--- config.mk ---
export PLATFORM = sky130hd
export DESIGN_NAME = multi_servo_slew_limiter
export DESIGN_NICKNAME = d
export VERILOG_FILES = /design/src/hdl/mssl_pkg.sv /design/src/hdl/mssl_cell.sv /design/src/hdl/mssl_head.sv /design/src/hdl/multi_servo_slew_limiter.sv
export SDC_FILE = /design/constraint.sdc
export NUM_CORES = 2
export LEC_CHECK = 0
export ABC_AREA = 1
export BUFFER_PORTS_ARGS = -buffer_cell sky130_fd_sc_hd__clkbuf_2
export CAP_MARGIN = 15
export CORE_MARGIN = 2
export CORE_UTILIZATION = 45
export CTS_CLUSTER_DIAMETER = 80
export DETAILED_ROUTE_END_ITERATION = 16
export GPL_TIMING_DRIVEN = 0
export SLEW_MARGIN = 20
export SYNTH_ARGS = -nofsm -noshare
export SYNTH_HDL_FRONTEND = slang
export SYNTH_SLANG_ARGS = --single-unit
--- constraint.sdc ---
create_clock -name clock -period 8.2 [get_ports clock]
set_input_delay 0.41 -clock clock [delete_from_list [all_inputs] [get_ports clock]]
set_output_delay 0.41 -clock clock [all_outputs]
set_load 0.03 [all_outputs]
--- src/hdl/mssl_pkg.sv ---
// mssl_pkg: shared types, codes and constants of the multi-servo slew limiter
// depends on nothing; used by mssl_cell, mssl_head and multi_servo_slew_limiter
package mssl_pkg;

   localparam int NUM_SERVOS_DEF = 8;

   // command codes
   localparam logic [2:0] CMD_SETUP  = 3'd0;
   localparam logic [2:0] CMD_MOVE   = 3'd1;
   localparam logic [2:0] CMD_WRITE  = 3'd2;
   localparam logic [2:0] CMD_DETACH = 3'd3;
   localparam logic [2:0] CMD_TICK   = 3'd4;

   // result kinds
   localparam logic [1:0] KIND_STATUS = 2'd0;
   localparam logic [1:0] KIND_ANGLE  = 2'd1;
   localparam logic [1:0] KIND_TICK   = 2'd2;

   // register indexes
   localparam logic [1:0] REG_ACTIVE_COUNT = 2'd0;
   localparam logic [1:0] REG_MIN_INTERVAL = 2'd1;
   localparam logic [1:0] REG_DEF_SPEED    = 2'd2;

   localparam logic [7:0]  MIN_INTERVAL_RST = 8'd15;
   localparam logic [15:0] SPEED_RST        = 16'd120;
   localparam logic [7:0]  ANGLE_MAX        = 8'd180;

   // step = speed*elapsed/1000; at or above 256000 the step exceeds any angle gap
   localparam logic [33:0] PROD_BIG   = 34'd256000;
   localparam logic [18:0] RECIP_1000 = 19'd268436;   // ceil(2^28 / 1000)
   localparam int          RECIP_SHIFT = 28;

   typedef enum logic [2:0] {
      PASS_CMD,
      PASS_ELAP,
      PASS_MUL,
      PASS_DIV,
      PASS_UPD
   } pass_type;

   // one servo record as held by a ring cell
   typedef struct packed {
      logic [7:0]  current_angle;
      logic [7:0]  target_angle;
      logic [15:0] move_speed;
      logic [31:0] last_update;
      logic        attached;
      logic [7:0]  low_limit;
      logic [7:0]  high_limit;
      logic        go;          // servo steps on this tick
      logic        big;         // step reaches the target for sure
      logic [17:0] work;        // elapsed time, then speed*elapsed
      logic [7:0]  step;
   } rec_type;

   typedef struct packed {
      logic [1:0] kind;
      logic [3:0] index;
      logic [7:0] angle;
      logic [7:0] target;
      logic       accepted;
      logic       last;
   } result_type;

   // controls handed to the head unit
   typedef struct packed {
      pass_type    pass;
      logic [2:0]  cmd;
      logic [3:0]  idx;
      logic [7:0]  angle;
      logic [15:0] speed;
      logic [7:0]  min_angle;
      logic [7:0]  max_angle;
      logic [31:0] now_ms;
      logic [7:0]  min_interval;
      logic [15:0] def_speed;
      logic [4:0]  cnt;
      logic [3:0]  pos;
   } head_ctl_type;

   typedef struct packed {
      logic       emit;
      result_type res;
      logic       hit;
      logic       hit_acc;
   } head_stat_type;

endpackage

--- src/hdl/mssl_cell.sv ---
// mssl_cell: one ring cell holding the record of one servo
// depends on mssl_pkg
module mssl_cell (
   input  logic              clock,
   input  logic              reset,
   input  logic              shift_en,
   input  logic              clr_attached,
   input  mssl_pkg::rec_type rec_next,
   output mssl_pkg::rec_type rec
);

   mssl_pkg::rec_type rec_ff;
   mssl_pkg::rec_type rec_in;

   always_comb begin
      rec_in = rec_ff;
      if (shift_en) begin
         rec_in = rec_next;
      end
      if (clr_attached) begin
         rec_in.attached = 1'b0;
      end
   end

   always_ff @(posedge clock) begin
      if (reset) begin
         rec_ff.current_angle <= '0;
         rec_ff.target_angle  <= '0;
         rec_ff.move_speed    <= mssl_pkg::SPEED_RST;
         rec_ff.last_update   <= '0;
         rec_ff.attached      <= 1'b0;
      end else begin
         rec_ff <= rec_in;
      end
   end

   assign rec = rec_ff;

endmodule

--- src/hdl/mssl_head.sv ---
// mssl_head: update unit at the head of the ring, one record per cycle while the ring shifts
// depends on mssl_pkg
module mssl_head (
   input  mssl_pkg::head_ctl_type  ctl,
   input  mssl_pkg::rec_type       rec_in,
   output mssl_pkg::rec_type       rec_out,
   output mssl_pkg::head_stat_type stat
);

   function automatic logic [7:0] clamp_angle(input logic [7:0] x, input logic [7:0] lo,
                                              input logic [7:0] hi);
      logic [7:0] r;
      if (x < lo) begin
         r = lo;
      end else if (x > hi) begin
         r = hi;
      end else begin
         r = x;
      end
      return r;
   endfunction

   logic        match;
   logic        in_cnt;
   logic        pos_in_cnt;
   logic [31:0] elapsed;
   logic [33:0] prod;
   logic [36:0] qprod;
   logic [8:0]  quot;
   logic [7:0]  mn_sat;
   logic [7:0]  mx_sat;
   logic [7:0]  clamped;
   logic [7:0]  setup_angle;
   logic [7:0]  diff;
   logic        upward;
   logic        reach;

   assign match      = (ctl.pos == ctl.idx);
   assign in_cnt     = ({1'b0, ctl.idx} < ctl.cnt);
   assign pos_in_cnt = ({1'b0, ctl.pos} < ctl.cnt);
   assign elapsed    = ctl.now_ms - rec_in.last_update;
   assign prod       = 34'(rec_in.move_speed) * 34'(rec_in.work);
   assign qprod      = 37'(rec_in.work) * 37'(mssl_pkg::RECIP_1000);
   assign quot       = qprod[mssl_pkg::RECIP_SHIFT +: 9];
   assign mn_sat     = (ctl.min_angle > mssl_pkg::ANGLE_MAX) ? mssl_pkg::ANGLE_MAX : ctl.min_angle;
   assign mx_sat     = (ctl.max_angle > mssl_pkg::ANGLE_MAX) ? mssl_pkg::ANGLE_MAX : ctl.max_angle;
   assign setup_angle = clamp_angle(ctl.angle, mn_sat, mx_sat);
   assign clamped    = clamp_angle(ctl.angle, rec_in.low_limit, rec_in.high_limit);
   assign upward     = (rec_in.current_angle < rec_in.target_angle);
   assign diff       = upward ? (rec_in.target_angle - rec_in.current_angle)
                              : (rec_in.current_angle - rec_in.target_angle);
   assign reach      = rec_in.big || (diff <= rec_in.step);

   always_comb begin
      rec_out = rec_in;
      stat    = '0;
      case (ctl.pass)
         mssl_pkg::PASS_CMD: begin
            if (match) begin
               stat.hit = 1'b1;
               case (ctl.cmd)
                  mssl_pkg::CMD_SETUP: begin
                     if (in_cnt) begin
                        rec_out.low_limit     = mn_sat;
                        rec_out.high_limit    = mx_sat;
                        rec_out.current_angle = setup_angle;
                        rec_out.target_angle  = setup_angle;
                        rec_out.move_speed    = (ctl.def_speed == '0) ? 16'd1 : ctl.def_speed;
                        rec_out.last_update   = ctl.now_ms;
                        rec_out.attached      = 1'b1;
                        stat.hit_acc          = 1'b1;
                     end
                  end
                  mssl_pkg::CMD_MOVE: begin
                     if (in_cnt && rec_in.attached) begin
                        rec_out.target_angle = clamped;
                        rec_out.move_speed   = (ctl.speed == '0) ? 16'd1 : ctl.speed;
                        stat.hit_acc         = 1'b1;
                     end
                  end
                  mssl_pkg::CMD_WRITE: begin
                     if (in_cnt && rec_in.attached) begin
                        rec_out.current_angle = clamped;
                        rec_out.target_angle  = clamped;
                        rec_out.last_update   = ctl.now_ms;
                        stat.hit_acc          = 1'b1;
                        stat.emit             = 1'b1;
                        stat.res.kind         = mssl_pkg::KIND_ANGLE;
                        stat.res.index        = ctl.idx;
                        stat.res.angle        = clamped;
                        stat.res.target       = clamped;
                        stat.res.accepted     = 1'b1;
                        stat.res.last         = 1'b0;
                     end
                  end
                  mssl_pkg::CMD_DETACH: begin
                     if (in_cnt && rec_in.attached) begin
                        rec_out.attached = 1'b0;
                        stat.hit_acc     = 1'b1;
                     end
                  end
                  default: begin
                  end
               endcase
            end
         end
         mssl_pkg::PASS_ELAP: begin
            rec_out.go   = pos_in_cnt && rec_in.attached &&
                           (rec_in.current_angle != rec_in.target_angle) &&
                           (elapsed >= 32'(ctl.min_interval));
            rec_out.big  = |elapsed[31:18];
            rec_out.work = elapsed[17:0];
         end
         mssl_pkg::PASS_MUL: begin
            rec_out.big  = rec_in.big || (prod >= mssl_pkg::PROD_BIG);
            rec_out.work = prod[17:0];
         end
         mssl_pkg::PASS_DIV: begin
            // work is below 256000 when big is clear, so the quotient fits 8 bits
            rec_out.step = (quot == '0) ? 8'd1 : quot[7:0];
         end
         mssl_pkg::PASS_UPD: begin
            if (rec_in.go) begin
               if (reach) begin
                  rec_out.current_angle = rec_in.target_angle;
               end else if (upward) begin
                  rec_out.current_angle = rec_in.current_angle + rec_in.step;
               end else begin
                  rec_out.current_angle = rec_in.current_angle - rec_in.step;
               end
               rec_out.last_update = ctl.now_ms;
               stat.emit         = 1'b1;
               stat.res.kind     = mssl_pkg::KIND_ANGLE;
               stat.res.index    = ctl.pos;
               stat.res.angle    = rec_out.current_angle;
               stat.res.target   = rec_in.target_angle;
               stat.res.accepted = 1'b1;
               stat.res.last     = 1'b0;
            end
         end
         default: begin
         end
      endcase
   end

endmodule

--- src/hdl/multi_servo_slew_limiter.sv ---
// multi_servo_slew_limiter: top level, ring of servo cells, head unit, sequencer, csr port
// depends on mssl_pkg, mssl_cell, mssl_head
//
//   channel  | direction | handshake              | payload
//   ---------+-----------+------------------------+---------------------------------------
//   req_     | in        | req_valid / req_ready  | command, index, angle, speed, limits, now
//   rsp_     | out       | rsp_valid / rsp_ready  | kind, index, angle, target, accepted, last
//   csr_     | in/out    | apb psel/penable       | active_count, min_interval_ms, default_speed
//
// servo records circulate in a ring of NUM_SERVOS cells; each cycle the head record
// passes through the update unit and goes back in at the tail
// a command takes one ring rotation per word
// a tick takes four rotations (elapsed, multiply, divide, update), or none when no servo
// is in use (active count zero)
// rotation pauses while an angle word waits on a full output register
module multi_servo_slew_limiter #(
   parameter int NUM_SERVOS = mssl_pkg::NUM_SERVOS_DEF
) (
   input  logic        clock,
   input  logic        reset,
   // request words
   input  logic        req_valid,
   output logic        req_ready,
   input  logic [2:0]  req_command,
   input  logic [3:0]  req_servo_index,
   input  logic [7:0]  req_angle,
   input  logic [15:0] req_speed,
   input  logic [7:0]  req_min_angle,
   input  logic [7:0]  req_max_angle,
   input  logic [31:0] req_now_ms,
   // response words
   output logic        rsp_valid,
   input  logic        rsp_ready,
   output logic [1:0]  rsp_kind,
   output logic [3:0]  rsp_out_index,
   output logic [7:0]  rsp_out_angle,
   output logic [7:0]  rsp_out_target,
   output logic        rsp_accepted,
   output logic        rsp_last,
   // configuration port
   input  logic        csr_psel,
   input  logic        csr_penable,
   input  logic        csr_pwrite,
   input  logic [3:0]  csr_paddr,
   input  logic [31:0] csr_pwdata,
   output logic [31:0] csr_prdata,
   output logic        csr_pready
);

   typedef enum logic [1:0] {
      ST_IDLE,
      ST_RUN,
      ST_FINAL
   } state_type;

   localparam logic [4:0] NUM_SERVOS_W = 5'(NUM_SERVOS);
   localparam logic [3:0] LAST_POS     = 4'(NUM_SERVOS - 1);

   // configuration registers
   logic [3:0]  active_count_ff, active_count_in;
   logic [7:0]  min_interval_ff, min_interval_in;
   logic [15:0] default_speed_ff, default_speed_in;
   logic        csr_wr;
   logic [4:0]  servo_cnt;

   // sequencer
   state_type            state_ff, state_in;
   mssl_pkg::pass_type   pass_ff, pass_in;
   logic [3:0]           pos_ff, pos_in;
   logic [2:0]           cmd_ff, cmd_in;
   logic [3:0]           idx_ff, idx_in;
   logic [7:0]           angle_ff, angle_in;
   logic [15:0]          speed_ff, speed_in;
   logic [7:0]           min_angle_ff, min_angle_in;
   logic [7:0]           max_angle_ff, max_angle_in;
   logic [31:0]          now_ff, now_in;
   logic [7:0]           sta_angle_ff, sta_angle_in;
   logic [7:0]           sta_target_ff, sta_target_in;
   logic                 acc_ff, acc_in;
   logic                 rsp_valid_ff, rsp_valid_in;
   mssl_pkg::result_type res_ff, res_in;
   logic                 out_free;
   logic                 shift_en;

   // ring and head
   mssl_pkg::rec_type       ring [NUM_SERVOS];
   mssl_pkg::rec_type       head_rec;
   mssl_pkg::head_ctl_type  head_ctl;
   mssl_pkg::head_stat_type head_stat;

   // ---------------------------------------------------------------- csr port
   assign csr_wr     = csr_psel && csr_penable && csr_pwrite;
   assign csr_pready = 1'b1;

   always_comb begin
      active_count_in  = active_count_ff;
      min_interval_in  = min_interval_ff;
      default_speed_in = default_speed_ff;
      if (csr_wr) begin
         case (csr_paddr[3:2])
            mssl_pkg::REG_ACTIVE_COUNT: active_count_in  = csr_pwdata[3:0];
            mssl_pkg::REG_MIN_INTERVAL: min_interval_in  = csr_pwdata[7:0];
            mssl_pkg::REG_DEF_SPEED:    default_speed_in = csr_pwdata[15:0];
            default: begin
            end
         endcase
      end
   end

   always_ff @(posedge clock) begin
      if (reset) begin
         active_count_ff  <= '0;
         min_interval_ff  <= mssl_pkg::MIN_INTERVAL_RST;
         default_speed_ff <= mssl_pkg::SPEED_RST;
      end else begin
         active_count_ff  <= active_count_in;
         min_interval_ff  <= min_interval_in;
         default_speed_ff <= default_speed_in;
      end
   end

   always_comb begin
      case (csr_paddr[3:2])
         mssl_pkg::REG_ACTIVE_COUNT: csr_prdata = {28'b0, active_count_ff};
         mssl_pkg::REG_MIN_INTERVAL: csr_prdata = {24'b0, min_interval_ff};
         mssl_pkg::REG_DEF_SPEED:    csr_prdata = {16'b0, default_speed_ff};
         default:                    csr_prdata = '0;
      endcase
   end

   // servos in use, capped at the ring size
   assign servo_cnt = ({1'b0, active_count_ff} > NUM_SERVOS_W) ? NUM_SERVOS_W
                                                               : {1'b0, active_count_ff};

   // ---------------------------------------------------------------- ring of cells
   // cell k takes from cell k+1, the tail cell takes the head unit's output
   for (genvar k = 0; k < NUM_SERVOS; k++) begin : g_cell
      mssl_pkg::rec_type cell_next;
      if (k == NUM_SERVOS - 1) begin : g_tail
         assign cell_next = head_rec;
      end else begin : g_mid
         assign cell_next = ring[k + 1];
      end
      mssl_cell u_cell (
         .clock        (clock),
         .reset        (reset),
         .shift_en     (shift_en),
         .clr_attached (csr_wr && (csr_paddr[3:2] == mssl_pkg::REG_ACTIVE_COUNT)),
         .rec_next     (cell_next),
         .rec          (ring[k])
      );
   end

   // head unit sees the record of servo pos_ff, the ring being aligned at rest
   assign head_ctl.pass         = pass_ff;
   assign head_ctl.cmd          = cmd_ff;
   assign head_ctl.idx          = idx_ff;
   assign head_ctl.angle        = angle_ff;
   assign head_ctl.speed        = speed_ff;
   assign head_ctl.min_angle    = min_angle_ff;
   assign head_ctl.max_angle    = max_angle_ff;
   assign head_ctl.now_ms       = now_ff;
   assign head_ctl.min_interval = min_interval_ff;
   assign head_ctl.def_speed    = default_speed_ff;
   assign head_ctl.cnt          = servo_cnt;
   assign head_ctl.pos          = pos_ff;

   mssl_head u_head (
      .ctl     (head_ctl),
      .rec_in  (ring[0]),
      .rec_out (head_rec),
      .stat    (head_stat)
   );

   // ---------------------------------------------------------------- sequencer
   assign out_free  = !rsp_valid_ff || rsp_ready;
   // hold the ring while an angle word cannot go out
   assign shift_en  = (state_ff == ST_RUN) && (!head_stat.emit || out_free);
   assign req_ready = (state_ff == ST_IDLE);

   always_comb begin
      state_in      = state_ff;
      pass_in       = pass_ff;
      pos_in        = pos_ff;
      cmd_in        = cmd_ff;
      idx_in        = idx_ff;
      angle_in      = angle_ff;
      speed_in      = speed_ff;
      min_angle_in  = min_angle_ff;
      max_angle_in  = max_angle_ff;
      now_in        = now_ff;
      sta_angle_in  = sta_angle_ff;
      sta_target_in = sta_target_ff;
      acc_in        = acc_ff;
      rsp_valid_in  = rsp_valid_ff;
      res_in        = res_ff;

      if (rsp_valid_ff && rsp_ready) begin
         rsp_valid_in = 1'b0;
      end

      case (state_ff)
         ST_IDLE: begin
            if (req_valid) begin
               cmd_in        = req_command;
               idx_in        = req_servo_index;
               angle_in      = req_angle;
               speed_in      = req_speed;
               min_angle_in  = req_min_angle;
               max_angle_in  = req_max_angle;
               now_in        = req_now_ms;
               sta_angle_in  = '0;
               sta_target_in = '0;
               acc_in        = 1'b0;
               pos_in        = '0;
               if (req_command == mssl_pkg::CMD_TICK) begin
                  pass_in  = mssl_pkg::PASS_ELAP;
                  // no servo in use: nothing moves, only the tick word goes out
                  state_in = (servo_cnt == '0) ? ST_FINAL : ST_RUN;
               end else begin
                  pass_in  = mssl_pkg::PASS_CMD;
                  state_in = ST_RUN;
               end
            end
         end
         ST_RUN: begin
            if (head_stat.emit && out_free) begin
               rsp_valid_in = 1'b1;
               res_in       = head_stat.res;
            end
            if (shift_en) begin
               if (head_stat.hit) begin
                  // status carries the servo's angles after the command
                  sta_angle_in  = head_rec.current_angle;
                  sta_target_in = head_rec.target_angle;
                  acc_in        = head_stat.hit_acc;
               end
               if (pos_ff == LAST_POS) begin
                  pos_in = '0;
                  case (pass_ff)
                     mssl_pkg::PASS_ELAP: pass_in = mssl_pkg::PASS_MUL;
                     mssl_pkg::PASS_MUL:  pass_in = mssl_pkg::PASS_DIV;
                     mssl_pkg::PASS_DIV:  pass_in = mssl_pkg::PASS_UPD;
                     default:             state_in = ST_FINAL;
                  endcase
               end else begin
                  pos_in = pos_ff + 4'd1;
               end
            end
         end
         ST_FINAL: begin
            if (out_free) begin
               rsp_valid_in = 1'b1;
               res_in.last  = 1'b1;
               if (cmd_ff == mssl_pkg::CMD_TICK) begin
                  res_in.kind     = mssl_pkg::KIND_TICK;
                  res_in.index    = '0;
                  res_in.angle    = '0;
                  res_in.target   = '0;
                  res_in.accepted = (servo_cnt != '0);
               end else begin
                  res_in.kind     = mssl_pkg::KIND_STATUS;
                  res_in.index    = idx_ff;
                  res_in.angle    = sta_angle_ff;
                  res_in.target   = sta_target_ff;
                  res_in.accepted = acc_ff;
               end
               state_in = ST_IDLE;
            end
         end
         default: begin
            state_in = ST_IDLE;
         end
      endcase
   end

   always_ff @(posedge clock) begin
      if (reset) begin
         state_ff     <= ST_IDLE;
         pass_ff      <= mssl_pkg::PASS_CMD;
         pos_ff       <= '0;
         rsp_valid_ff <= 1'b0;
      end else begin
         state_ff      <= state_in;
         pass_ff       <= pass_in;
         pos_ff        <= pos_in;
         rsp_valid_ff  <= rsp_valid_in;
         cmd_ff        <= cmd_in;
         idx_ff        <= idx_in;
         angle_ff      <= angle_in;
         speed_ff      <= speed_in;
         min_angle_ff  <= min_angle_in;
         max_angle_ff  <= max_angle_in;
         now_ff        <= now_in;
         sta_angle_ff  <= sta_angle_in;
         sta_target_ff <= sta_target_in;
         acc_ff        <= acc_in;
         res_ff        <= res_in;
      end
   end

   // response word
   assign rsp_valid      = rsp_valid_ff;
   assign rsp_kind       = res_ff.kind;
   assign rsp_out_index  = res_ff.index;
   assign rsp_out_angle  = res_ff.angle;
   assign rsp_out_target = res_ff.target;
   assign rsp_accepted   = res_ff.accepted;
   assign rsp_last       = res_ff.last;

endmodule
; Word-level counts from Yosys, hierarchy flattened
; Index checks and enable logic that the tools add are counted.
[word_totals]
ff_bits = 1030
latchBits = 0
ram_bits = 0
mem_bits_ro = 0
in_bits = 122
out_inout_bits = 59
n_memories = 0
[classes]
add_sub_neg = 6
n_mul = 2
div_mod_pow = 0
order_cmp = 13
n_eq_ne = 24
shift = 0
mux = 81
bitwise = 1
reduce_logical = 41
[op_table]
columns = cell, count
row1 = $mux 81, 2
row2 = $mux 8, 17
row3 = $pmux 32 s2, 2
row4 = $mux 24, 4
row5 = $mux 25, 3
row6 = $mux 16, 4
row7 = $mux 32, 2
row8 = $pmux 8 s2, 4
row9 = $pmux 25 s2, 1
row10 = $pmux 16 s3, 1
row11 = $pmux 24 s2, 1
row12 = $pmux 19 s2, 1
row13 = $mul 18x17->35 const B, 1
row14 = $ge 34x18->1 const B, 1
row15 = $mul 16x18->34, 1
row16 = $ge 32x8->1, 1
row17 = $logic_not 16->1, 2
row18 = $pmux 16 s2, 1
row19 = $sub 32x32->32, 1
row20 = $mux 27, 1
row21 = $lt 8x8->1, 3
row22 = $pmux 8 s3, 1
row23 = $sub 8x8->8, 3
row24 = $mux 23, 1
row25 = 45 further kinds, 109

; Logic depth before layout (Yosys ltp)
[depth]
ltp_word = 13
depth_mapped = 33

; Modules after synthesis
; Synthesis repeated with hierarchy kept, for this count alone.
[hier_totals]
hier_cells = 7633
area_unflattened_um2 = 60778.3
[modules_own_cells]
columns = mod, n_inst, cells_per_inst, area_each_um2, seq_area_each_um2
row1 = mssl_cell, 8, 450, 3960.0, 2622.5
row2 = mssl_head, 1, 3539, 22985.8, 0.0
row3 = multi_servo_slew_limiter, 1, 494, 6112.1, 4364.2

; Worst setup path before layout
; Ideal clock, no wire load.
[synth_timing]
path_type = reg-to-reg
start = reg active_count_ff[3]
end = reg g_cell[0].u_cell.rec_ff (netlist bit g_cell[0].u_cell.rec[0]), enable pin
arrival_ns = 5.914
required_ns = 7.638
path_slack_ns = 1.724
path_stages_with_launch = 15
cell_sequence = dfxtp_1 inv_2 nand2_1 ha_1 o21ai_1 nand2_1 nand3_1 nand2_2 nor2_4 nand3_2 nand2_2 a21oi_4 inv_2 nor2_2 buf_2
[synth_between]
elab_chain_len = 12
[synth_lines]
columns = item, line_no
row1 = "start, declared", multi_servo_slew_limiter.sv:60  ; logic [3:0] active_count_ff, active_count_in;
row2 = "start signal, assigned", multi_servo_slew_limiter.sv:116  ; active_count_ff <= active_count_in;
row3 = $gt 4x4->1, multi_servo_slew_limiter.sv:132  ; assign servo_cnt = ({1'b0, active_count_ff} > NUM_SERVOS_W) ? NUM_SERVOS_W
row4 = $mux 4 (*), multi_servo_slew_limiter.sv:132
row5 = $lt 4x4->1 (*), mssl_head.sv:39  ; assign in_cnt = ({1'b0, ctl.idx} < ctl.cnt);
row6 = $logic_and 1x1->1 (*), mssl_head.sv:82  ; if (in_cnt && rec_in.attached) begin
row7 = $mux 25 (*), mssl_head.sv:82
row8 = $mux 25 (*), mssl_head.sv:61  ; case (ctl.cmd)
row9 = $mux 27 (*), mssl_head.sv:59  ; if (match) begin
row10 = $pmux 25 s2 (*), mssl_head.sv:57  ; case (ctl.pass)
row11 = $logic_not 1->1 (*), multi_servo_slew_limiter.sv:178  ; assign shift_en = (state_ff == ST_RUN) && (!head_stat.emit || out_free);
row12 = $logic_or 1x1->1 (*), multi_servo_slew_limiter.sv:178
row13 = $logic_and 1x1->1 (*), multi_servo_slew_limiter.sv:178
row14 = $reduce_and 2->1 (no line) (*), n/a
row15 = "end signal, assigned", mssl_cell.sv:33  ; rec_ff <= rec_in;
row16 = "end, declared", mssl_cell.sv:12  ; mssl_pkg::rec_type rec_ff;
; Mark *: on every way between the ends. The rest lies on a longest branch, timed or not.
; A chain may end at the register's enable or synchronous reset.

==> report_table.html <==
<table>
<tr><th>Metric</th><th>Value</th></tr>
<tr><th colspan="2">STA</th></tr>
<tr><td>Number of pins with negative max-slew slack in the final report</td><td>0</td></tr>
<tr><td>Setup violations, final</td><td>0</td></tr>
<tr><td>RSZ-0062 raised after global routing</td><td>no</td></tr>
<tr><td>Worst clock skew</td><td>0.0543 ns</td></tr>
<tr><td>Post-layout min period</td><td>7.88 ns</td></tr>
<tr><td>Ratio of final minimum period to clock period</td><td>0.960</td></tr>
<tr><td>Worst-case headroom to the max-slew limit</td><td>0.230</td></tr>
<tr><td>Actual transition at the worst max-transition pin</td><td>1.15 ns</td></tr>
<tr><td>Max Fclk</td><td>127 MHz</td></tr>
<tr><td>Final number of hold-violating endpoints</td><td>0</td></tr>
<tr><td>Final critical-path setup slack</td><td>0.324 ns</td></tr>
<tr><td>TNS Setup</td><td>0 ns</td></tr>
<tr><th colspan="2">Logic synthesis</th></tr>
<tr><td>Largest family of logic cells by synthesized area</td><td>adder cells</td></tr>
<tr><td>Compound-Gate Fraction of Synth Area</td><td>0.130</td></tr>
<tr><td>Syn_area_per_cell</td><td>8.66 µm²</td></tr>
<tr><td>Count of mapped cells out of synthesis</td><td>6624</td></tr>
<tr><td>Commonest register cell after synthesis</td><td>dfxtp_1</td></tr>
<tr><td>Share of flip-flops with an asynchronous set or reset</td><td>0</td></tr>
<tr><td>Count of cell types in the netlist</td><td>57</td></tr>
<tr><td>Share of synthesized area spent on multiplexers</td><td>0.000175</td></tr>
<tr><td>Post-Synth Adder-Cell Area</td><td>0.174</td></tr>
<tr><td>Post-synth design cell area</td><td>57300 µm²</td></tr>
<tr><td>Sequential share of the synthesized area</td><td>0.442</td></tr>
<tr><td>Number of synthesized register bits</td><td>1030</td></tr>
<tr><td>Post-synthesis xor/xnor area fraction</td><td>0.0113</td></tr>
<tr><td>Simple-gate area share of the yosys netlist</td><td>0.156</td></tr>
<tr><td>Syn. warnings</td><td>0</td></tr>
<tr><td>Number of enable-type register cells in the synthesized netlist</td><td>472</td></tr>
<tr><th colspan="2">Setup path</th></tr>
<tr><td>Nature of the critical path startpoint</td><td>flip-flop</td></tr>
<tr><td>Slowest cell on the critical path</td><td>clkbuf_1</td></tr>
<tr><td>Worst setup EP type</td><td>flip-flop</td></tr>
<tr><td>Critical path class</td><td>flip-flop to flip-flop</td></tr>
<tr><td>Dominant cell type by count on the critical path</td><td>nand2_1</td></tr>
<tr><td>Data arrival time of the worst path</td><td>8.32 ns</td></tr>
<tr><td>Required arrival time at the worst endpoint</td><td>8.65 ns</td></tr>
<tr><td>Largest stage delay on the critical path</td><td>0.66 ns</td></tr>
<tr><td>Critical-path maximum fanout</td><td>10</td></tr>
<tr><th colspan="2">Run status</th></tr>
<tr><td>Run status</td><td>complete, no violations</td></tr>
<tr><th colspan="2">Route</th></tr>
<tr><td>Routed wirelength normalized by instance count</td><td>20.6 µm</td></tr>
<tr><td>DRC violations left</td><td>0</td></tr>
<tr><td>Routed vias/inst</td><td>5.33</td></tr>
<tr><td>Met2 wire len</td><td>80900 µm</td></tr>
<tr><td>TritonRoute pass-1 iters</td><td>6</td></tr>
<tr><td>Number of DRC violations after detailed-routing iteration 0</td><td>4004</td></tr>
<tr><td>Number of routed nets with antenna violations</td><td>0</td></tr>
<tr><td>Number of vias after detailed routing</td><td>46500</td></tr>
<tr><td>Detailed-route wire length on metal 1</td><td>77200 µm</td></tr>
<tr><td>Sum of routed wire length over all layers</td><td>180000 µm</td></tr>
<tr><td>Routed length on met3</td><td>12100 µm</td></tr>
<tr><td>Uppermost signal routing layer after detailed routing</td><td>met4</td></tr>
<tr><th colspan="2">Cells and area</th></tr>
<tr><td>Net count reported at finish</td><td>7742</td></tr>
<tr><td>Layout cell share with drive strength beyond 1</td><td>0.0634</td></tr>
<tr><td>Post-synthesis to final-layout area growth</td><td>13.2%</td></tr>
<tr><td>Fill cell total of the finished layout</td><td>11900</td></tr>
<tr><th colspan="2">Global route</th></tr>
<tr><td>Initial antenna violation count</td><td>6</td></tr>
<tr><td>Maximum number of pins on one net before global-route repair</td><td>107</td></tr>
<tr><td>All-layer global routing usage</td><td>0.274</td></tr>
<tr><td>GR Overflow Total</td><td>0</td></tr>
<tr><td>Via count of the first global-routing pass</td><td>45400</td></tr>
<tr><td>Global-route wire length before repair</td><td>272000 µm</td></tr>
<tr><th colspan="2">Clock network</th></tr>
<tr><td>Total setup buffers inserted after CTS</td><td>0</td></tr>
<tr><td>Number of sinks driven by the clock tree</td><td>1030</td></tr>
<tr><td>Worst-skew pair later-pin latency</td><td>0.74 ns</td></tr>
<tr><td>Clock slew at the register clock pins of the worst setup and hold paths</td><td>0.06 ns</td></tr>
<tr><td>Clock tree from TritonCTS</td><td>done</td></tr>
<tr><td>Cts bufs inserted</td><td>107</td></tr>
<tr><td>Number of levels the H-tree was split into</td><td>3</td></tr>
<tr><td>Clk buf depth</td><td>3</td></tr>
<tr><td>Clock tree root buffer cell</td><td>clkbuf_16</td></tr>
<tr><th colspan="2">Placed design</th></tr>
<tr><td>Placed wire-length estimate</td><td>141000 µm</td></tr>
<tr><td>Count of port buffers added during placement</td><td>144</td></tr>
<tr><td>Last weighted congestion value of the routability-driven placer</td><td>0.997</td></tr>
<tr><td>Worst slack at placement</td><td>0.186 ns</td></tr>
<tr><th colspan="2">Die</th></tr>
<tr><td>Floorplan die height</td><td>361 µm</td></tr>
<tr><td>Area of the placeable core</td><td>126000 µm²</td></tr>
<tr><td>Standard-cell rows</td><td>130</td></tr>
<tr><td>IO Pins</td><td>181</td></tr>
<tr><td>Starting Density</td><td>0.455</td></tr>
<tr><td>Overall die width</td><td>361 µm</td></tr>
<tr><td>Area of the die</td><td>130000 µm²</td></tr>
<tr><th colspan="2">Worst hold path</th></tr>
<tr><td>Hold Path Class</td><td>primary input to flip-flop</td></tr>
<tr><th colspan="2">Flow run</th></tr>
<tr><td>Max-Cap Viols</td><td>0</td></tr>
</table>
[Yosys cell counts (all sizes together) (6+ instances only)]
cell    instances  area [µm²]
o211ai         80         601
o21a           13        97.6
xor2           50         438
a21o           19         143
nor3           34         170
a31oi          46         288
inv           937        3520
nand3b          6        45.0
o41ai          32         280
nand2        1068        4010
edfxtp        472       14200
o221ai          9        78.8
ha            360        4500
dfxtp         558       11200
nor2          919        3490
a22o            8        70.1
o21ai         671        3360
fa            272        5450
nand3         195         981
xnor2          24         210
buf           114         597
clkbuf        228         856
a211oi         10        80.1
o21bai          7        52.6
a21oi         366        1840
a22oi           6        45.0
nor4           10        62.6
o22ai          49         307
nand4          26         163
[placed cells by master, fill, tap and decap left out, types with 19 or more instances in the layout]
| cell type | instances |
|---|---|
| a21o_1 | 19 |
| a21oi_1 | 365 |
| a31oi_1 | 46 |
| buf_1 | 19 |
| buf_2 | 77 |
| buf_4 | 20 |
| clkbuf_1 | 243 |
| clkbuf_16 | 107 |
| clkbuf_2 | 154 |
| dfxtp_1 | 558 |
| dlygate4sd3_1 | 86 |
| edfxtp_1 | 472 |
| fa_1 | 272 |
| ha_1 | 360 |
| inv_1 | 928 |
| nand2_1 | 1066 |
| nand3_1 | 194 |
| nand4_1 | 26 |
| nor2_1 | 910 |
| nor3_1 | 33 |
| o211ai_1 | 80 |
| o21ai_0 | 665 |
| o22ai_1 | 49 |
| o41ai_1 | 32 |
| xnor2_1 | 24 |
| xor2_1 | 50 |
[critical path, delay by kind of cell, from the launching register on]
kind / cells / cell delay, ns
XOR/XNOR: 1 / 0.06
AND/OR/NAND/NOR: 14 / 1.81
adder cells (fa/ha/maj): 7 / 3.50
buffers and inverters: 6 / 1.59
flip-flops: 1 / 0.63
[worst paths after layout]
path                                 startpoint  cells past startpoint                                 end  slack (ns)
max          g_cell[0].u_cell.rec[22]$_DFFE_PP_                     28  g_cell[7].u_cell.rec[26]$_DFFE_PP_        0.32
min                               csr_pwdata[4]                      3    default_speed_ff[4]$_SDFFE_PP1P_        0.05
max reg2reg  g_cell[0].u_cell.rec[22]$_DFFE_PP_                     28  g_cell[7].u_cell.rec[26]$_DFFE_PP_        0.32
min reg2reg  g_cell[7].u_cell.rec[24]$_DFFE_PP_                      0  g_cell[6].u_cell.rec[24]$_DFFE_PP_        0.40
[kinds of logic after synthesis]
kind of cell | after synthesis
compound gates | 1338
xor+xnor | 74
fa+ha+maj | 632
buf+inv | 1283
flops | 1030
mux | 1
other cells | 2
simple gates | 2264
[sequential cells by signal (all words and copies together) (netlist names)]
register,cells
rsp_accepted,1
state_ff,2
rsp_out_angle,8
sta_target_ff,8
max_angle_ff,8
g_cell.u_cell.rec,872
acc_ff,1
pass_ff,3
speed_ff,16
rsp_out_index,4
default_speed_ff,16
rsp_out_target,8
pos_ff,4
now_ff,32
min_angle_ff,8
rsp_last,1
active_count_ff,4
cmd_ff,3
rsp_valid,1
angle_ff,8
rsp_kind,2
sta_angle_ff,8
min_interval_ff,8
idx_ff,4
[final cells by class]
cell class | instances | area (µm²) | share of cell area
inverter | 941 | 3530 | 0.0544
clock buffer | 151 | 3010 | 0.0464
sequential | 1030 | 25300 | 0.391
antenna | 6 | 15.0 | 0.000231
clock inverter | 47 | 573 | 0.00883
buffer | 342 | 1480 | 0.0228
tap | 1650 | 2060 | 0.0318
timing repair buffer | 240 | 1770 | 0.0272
multi-input combinational | 4326 | 27100 | 0.418
[metal layers]
metal	global-route usage	up-vias
met5	0	-
met4	0.143	0
met3	0.0448	372
met2	0.435	1550
met1	0.362	22200
li1	-	22400
[through the flow]
step / hold WS, ns / instances / utilization / instance area [µm²]
6_report: 0.0514 / 8733 / 0.515 / 64900
3_5_place_dp: 0.405 / 8443 / 0.479 / 60400
4_1_cts: 0.00537 / 8727 / 0.514 / 64900
2_1_floorplan: 0.400 / 6639 / - / 57400
5_1_grt: 0.0538 / 8728 / 0.515 / 64900
3_3_place_gp: 0.400 / 8433 / 0.477 / 60200
[what timing repair did]
item / in CTS / in global routing
gates resized for setup: 0 / 19
hold endpoints to repair: 87 / 0
setup endpoints to repair: 0 / 1
hold buffers: 86 / 0
Power is not shown: default switching activity piles up to over one toggle a cycle in this logic, so the estimate is an artifact.
